## src/sv/dirty_tile_display_refresh_macros.svh

```systemverilog
// ---------------------------------------------------------------------------
// Assertion macros for the dirty tile display refresh block
// Checks are compiled in unless SYNTH is set.
// ---------------------------------------------------------------------------
`ifndef DIRTY_TILE_DISPLAY_REFRESH_MACROS_SVH
`define DIRTY_TILE_DISPLAY_REFRESH_MACROS_SVH

`ifndef SYNTH
// check outside reset
`define DTDR_ASSERT(lbl, prop, msg) \
    lbl: assert property (@(posedge i_clk) disable iff (!i_rst_n) prop) else $error(msg);
// check that also covers reset
`define DTDR_ASSERT_RST(lbl, prop, msg) \
    lbl: assert property (@(posedge i_clk) prop) else $error(msg);
`else
`define DTDR_ASSERT(lbl, prop, msg)
`define DTDR_ASSERT_RST(lbl, prop, msg)
`endif

`endif

```

## src/sv/dtdr_pkg.sv

```systemverilog
// ---------------------------------------------------------------------------
// dtdr_pkg
// Geometry, codes, lookup tables and helpers for the tile refresh block.
// ---------------------------------------------------------------------------
`timescale 1ns / 1ps

package dtdr_pkg;

    localparam int SCREEN_WIDTH  = 160;
    localparam int SCREEN_HEIGHT = 128;
    localparam int TILE_WIDTH    = 16;
    localparam int TILE_HEIGHT   = 16;

    localparam int TILES_X       = (SCREEN_WIDTH + TILE_WIDTH - 1) / TILE_WIDTH;
    localparam int TILES_Y       = (SCREEN_HEIGHT + TILE_HEIGHT - 1) / TILE_HEIGHT;
    localparam int TILE_COUNT    = TILES_X * TILES_Y;
    localparam int PAIRS_PER_ROW = (TILE_WIDTH + 1) / 2;
    localparam int PIXELS        = SCREEN_WIDTH * SCREEN_HEIGHT;

    localparam int ADDR_W = $clog2(PIXELS);
    localparam int TX_W   = (TILES_X > 1) ? $clog2(TILES_X) : 1;
    localparam int TY_W   = (TILES_Y > 1) ? $clog2(TILES_Y) : 1;
    localparam int TI_W   = (TILE_COUNT > 1) ? $clog2(TILE_COUNT) : 1;
    localparam int PC_W   = (PAIRS_PER_ROW > 1) ? $clog2(PAIRS_PER_ROW) : 1;
    localparam int PR_W   = (TILE_HEIGHT > 1) ? $clog2(TILE_HEIGHT) : 1;
    localparam int CO_W   = 10;   // pixel coordinates incl. tile overhang

    // input kinds
    localparam logic [1:0] KIND_WRITE = 2'd0;
    localparam logic [1:0] KIND_CLEAR = 2'd1;
    localparam logic [1:0] KIND_FETCH = 2'd2;

    // panel command words
    localparam logic [8:0] CMD_CASET = 9'h02A;
    localparam logic [8:0] CMD_RASET = 9'h02B;
    localparam logic [8:0] CMD_RAMWR = 9'h02C;
    localparam logic [8:0] DATA_FLAG = 9'h100;

    // header word slots
    localparam logic [3:0] HDR_CASET  = 4'd0;
    localparam logic [3:0] HDR_X_LO   = 4'd2;
    localparam logic [3:0] HDR_X_HI   = 4'd4;
    localparam logic [3:0] HDR_RASET  = 4'd5;
    localparam logic [3:0] HDR_Y_LO   = 4'd7;
    localparam logic [3:0] HDR_Y_HI   = 4'd9;
    localparam logic [3:0] HDR_RAMWR  = 4'd10;

    // config register indexes
    localparam logic REG_COL_OFFSET = 1'b0;
    localparam logic REG_ROW_OFFSET = 1'b1;

    typedef struct packed {
        logic [1:0] kind;
        logic [7:0] pos_x;
        logic [7:0] pos_y;
        logic [7:0] color;
    } t_item;

    typedef logic [TX_W-1:0] t_tcol_lut [256];
    typedef logic [TY_W-1:0] t_trow_lut [256];

    function automatic t_tcol_lut build_tcol();
        t_tcol_lut lut;
        for (int i = 0; i < 256; i++) begin
            lut[i] = TX_W'((i / TILE_WIDTH) % (1 << TX_W));
        end
        return lut;
    endfunction

    function automatic t_trow_lut build_trow();
        t_trow_lut lut;
        for (int i = 0; i < 256; i++) begin
            lut[i] = TY_W'((i / TILE_HEIGHT) % (1 << TY_W));
        end
        return lut;
    endfunction

    localparam t_tcol_lut TCOL_LUT = build_tcol();
    localparam t_trow_lut TROW_LUT = build_trow();

    function automatic logic [8:0] rev9(input logic [8:0] v);
        logic [8:0] r;
        for (int i = 0; i < 9; i++) begin
            r[8 - i] = v[i];
        end
        return r;
    endfunction

endpackage

```

## src/sv/dtdr_front.sv

```systemverilog
// ---------------------------------------------------------------------------
// dtdr_front
// Input side: takes beats, drops unused kinds, queues two items.
// ---------------------------------------------------------------------------
`timescale 1ns / 1ps

module dtdr_front (
    input  logic           i_clk,
    input  logic           i_rst_n,
    input  logic           i_in_valid,
    output logic           o_in_stall,
    input  dtdr_pkg::t_item i_item,
    output logic           o_q_valid,
    output dtdr_pkg::t_item o_q_item,
    input  logic           i_q_pop
);

    dtdr_pkg::t_item r_buf [2];
    logic            r_wp;
    logic            r_rp;
    logic [1:0]      r_cnt;
    logic            push;
    logic            accept;

    assign o_in_stall = (r_cnt == 2'd2);
    assign accept     = i_in_valid && !o_in_stall;
    // kind 3 is accepted but carries no work
    assign push       = accept && (i_item.kind == dtdr_pkg::KIND_WRITE ||
                                   i_item.kind == dtdr_pkg::KIND_CLEAR ||
                                   i_item.kind == dtdr_pkg::KIND_FETCH);
    assign o_q_valid  = (r_cnt != 2'd0);
    assign o_q_item   = r_buf[r_rp];

    always_ff @(posedge i_clk) begin
        if (push) begin
            r_buf[r_wp] <= i_item;
        end
        if (!i_rst_n) begin
            r_wp  <= 1'b0;
            r_rp  <= 1'b0;
            r_cnt <= 2'd0;
        end else begin
            if (push) begin
                r_wp <= ~r_wp;
            end
            if (i_q_pop) begin
                r_rp <= ~r_rp;
            end
            r_cnt <= r_cnt + {1'b0, push} - {1'b0, i_q_pop};
        end
    end

endmodule

```

## config.mk

```make
export PLATFORM = sky130hd
export DESIGN_NAME = dtdr_front
export DESIGN_NICKNAME = d
export VERILOG_FILES = /design/src/sv/dirty_tile_display_refresh_macros.svh /design/src/sv/dtdr_pkg.sv /design/src/sv/dtdr_front.sv
export SDC_FILE = /design/constraint.sdc
export NUM_CORES = 1
export LEC_CHECK = 0
export BUFFER_PORTS_ARGS = -buffer_cell sky130_fd_sc_hd__buf_2
export CORE_UTILIZATION = 40
export DETAILED_ROUTE_END_ITERATION = 10
export MAX_ROUTING_LAYER = met4
export PLACE_DENSITY_LB_ADDON = 0.2
export SLEW_MARGIN = 20
export SYNTH_ARGS = -nofsm -noshare
export SYNTH_HDL_FRONTEND = slang
export SYNTH_SLANG_ARGS = --single-unit
```

## constraint.sdc

```tcl
create_clock -name i_clk -period 4 [get_ports i_clk]
set_input_delay 0.8 -clock i_clk [delete_from_list [all_inputs] [get_ports i_clk]]
set_output_delay 0.8 -clock i_clk [all_outputs]
set_load 0.03 [all_outputs]
```

==> flow_summary.ini <==
[logic_synthesis]
yosysMostFrequentCell = edfxtp_1
yosysUniqueCellTypes = 17
synth.net_count = 138
yosys_register_bits = 57
post-synth-top-area-cell = edfxtp_1
avgSynthCellArea_um2 = 21.07
synth-edff-count = 52
async_flop_share = 0
synth-main-ff-cell = edfxtp_1
netlist_area_um2 = 2233
yosys_warnings = 0
syn_inst = 106
synth_top_area_frac = 0.6992
yosys-top-cells-count = edfxtp_1, mux2_4, mux2_2, dfxtp_1, and2_1
synth_area_leaders = edfxtp_1, mux2_4, dfxtp_1, mux2_2, buf_12
synth-seq-area-share = 0.7440

[sta]
fin_crit_sh = 0.6498
clock.fmax_mhz = 384.8
finalMaxSlewViolations = 0
skew_ps = 6.720
setup_viol = 0
hold_viol = 0
rsz0062_at_grt = false
worst_slew_pin_slew_ps = 830.5
slew_headroom = 0.4463
final.setup.tns_ps = 0
fin_crit_ps = 2599

[floorplan]
top_level_ports = 58
core-area_um2 = 5238
rows = 26
die_w_um = 76.72
dieHeight_um = 76.72
start_util = 0.4264
die_area_um2 = 5886

[min_path]
min_path_cells = 2
min_path_type = reg2reg

[detailed_routing]
drtIter0Drc = 52
routed_via_density = 4.544
routed_wirelength_um = 3502
drt-pass1-iter-count = 4
drc = 0
ant_nets = 0
routedWlPerCell_um = 14.12
num_vias = 1127

[global_routing]
busiest_layer = met2
grt_pass1_vias = 1189
grt_pass1_wl_um = 5658
grtUsageTotal = 0.1366
grt_max_degree = 27
antenna_found_initial = 0
grtUsageMet1 = 0.1459
globalRouteMet3Util = 0.05833
grt_use_met2 = 0.2134
grt-ovfl-total = 0

[setup_path]
critPathMaxFanout = 26
r2r_cells = 8
crit_chain = mux2_2 > buf_2
path_depth = 2
critPathRequiredTime_ps = 3200
crit_path_top_delay_cell = dfxtp_2
criticalPathCategory = reg2out
worstSetupEndpointType = output port
critPathBufInv = 1
worstPathArrival_ps = 1800
cpPeakStageDelay_ps = 880
cp-start-kind = flip-flop
critical-path-top-delay-family = flip-flops

[cells_and_area]
diodes = 0
layout-drive-gt1-share = 0.5955
area_growth_pct = 25.10
stdcell_area_um2 = 2794
nets = 205

[clock_network]
clkTransAtPathRegs_ps = 60
cts-root-buf = clkbuf_8
numCtsBuffers = 9
cts_num_sinks = 57
ctsHoldBuffers = 0
clk_latency_ps = 320
cts_resized = 0
h-tree-depth = 3
cts_tree = yes
clk_path_buf_depth = 2
post_cts_buffers = 0

[pwr]
p_leak_nw = 1.125
p_clk_frac = 0.344
sw_frac_of_total = 0.2543
net-switching-power_mw = 0.4119
pwr-share-comb = 0.189
vdd_ir_drop_max_v = 0.0002835
internal-power_mw = 1.208
p_seq_frac = 0.467
p_per_area_nw_per_um2 = 579.7

[run_status]
status = finished clean

[placement]
gp_congestion = 0.7070
io_buffers = 57
dp_hpwl_um = 2352
placed_cell_area_um2 = 2576

[flow_run]
maxCapViolations = 0
## cell usage in the layout (no fill, tap or decap)
master	instances
and2_1	4
buf_2	57
buf_4	2
bufinv_16	1
clkbuf_1	1
clkbuf_8	13
clkinv_2	1
dfxtp_1	4
dfxtp_2	1
edfxtp_1	52
ha_1	2
inv_1	2
mux2_2	6
mux2_4	20
mux2i_1	1
nand2_1	3
nand3b_4	1
nor2_2	2
nor2b_4	1
or2_2	1
xnor2_1	2
xor2_1	1
## worst reg2reg max path, stage by stage (launching register included)
cell	delay, ps
dfxtp_1	340
nor2b_4	130
nand3b_4	180
ha_1	290
inv_1	40
ha_1	170
xnor2_1	130
xnor2_1	120
and2_1	140
## final timing paths
kind	start	to	slack, ps
setup / recovery	flip-flop	o_q_item[0]	1400
setup reg to reg	r_cnt[1]	r_cnt[1]	2350
hold reg to reg	r_wp	r_wp	500
hold / removal	r_wp	r_wp	500
## cells by family after synthesis
| kind of cell | after synthesis | share of synthesized area |
|---|---|---|
| xor gates and xnor gates | 3 | 0.01177 |
| buffers and inverters | 5 | 0.02633 |
| muxes | 27 | 0.1692 |
| and+or+nand+nor | 12 | 0.03753 |
| adders and majority gates | 2 | 0.01120 |
| DFF | 57 | 0.7440 |
## registers in the layout, indices dropped and copies added (netlist names), named ones only
| signal | count |
|---|---|
| r_wp | 1 |
| r_cnt | 2 |
| r_rp | 1 |
| r_buf | 52 |
## per-layer routing
layer / wire (µm) / vias up / share of wire
met3: 182 / 4 / 0.052
met5: 0 / - / 0
met2: 1823 / 41 / 0.52
li1: - / 535 / -
met1: 1465 / 547 / 0.42
met4: 31 / 0 / 0.0089
## stage by stage
stage	instances	hold WS (ps)	utilization	power, mW	worst slack (ps)
floorplan	106	451.4	-	1.001	1485
CTS	248	494.8	0.5334	1.642	1363
global route	248	519.0	0.5334	1.694	1291
detailed placement	232	486.3	0.4919	1.082	1725
global placement	232	469.9	0.4919	1.072	1749
finish	248	495.6	0.5334	1.620	1401
## cell type report
type	count	area (µm²)
Clock buffer	14	182.7
Clock inverter	2	35.03
Fill cell	443	2444
Inverter	2	7.507
Multi-Input combinational cell	44	518.0
Sequential cell	57	1663
Tap cell	70	87.58
Timing Repair Buffer	59	300.3
## power by group through the flow
stage | logic (mW) | clock network, mW | registers (mW)
final | 0.306 | 0.556 | 0.757
after global routing | 0.327 | 0.603 | 0.764
after CTS | 0.312 | 0.572 | 0.759
after detailed placement | 0.311 | 0 | 0.771
after global placement | 0.305 | 0 | 0.767
after floorplan | 0.249 | 0 | 0.752
(Power assumes the default switching activity.)
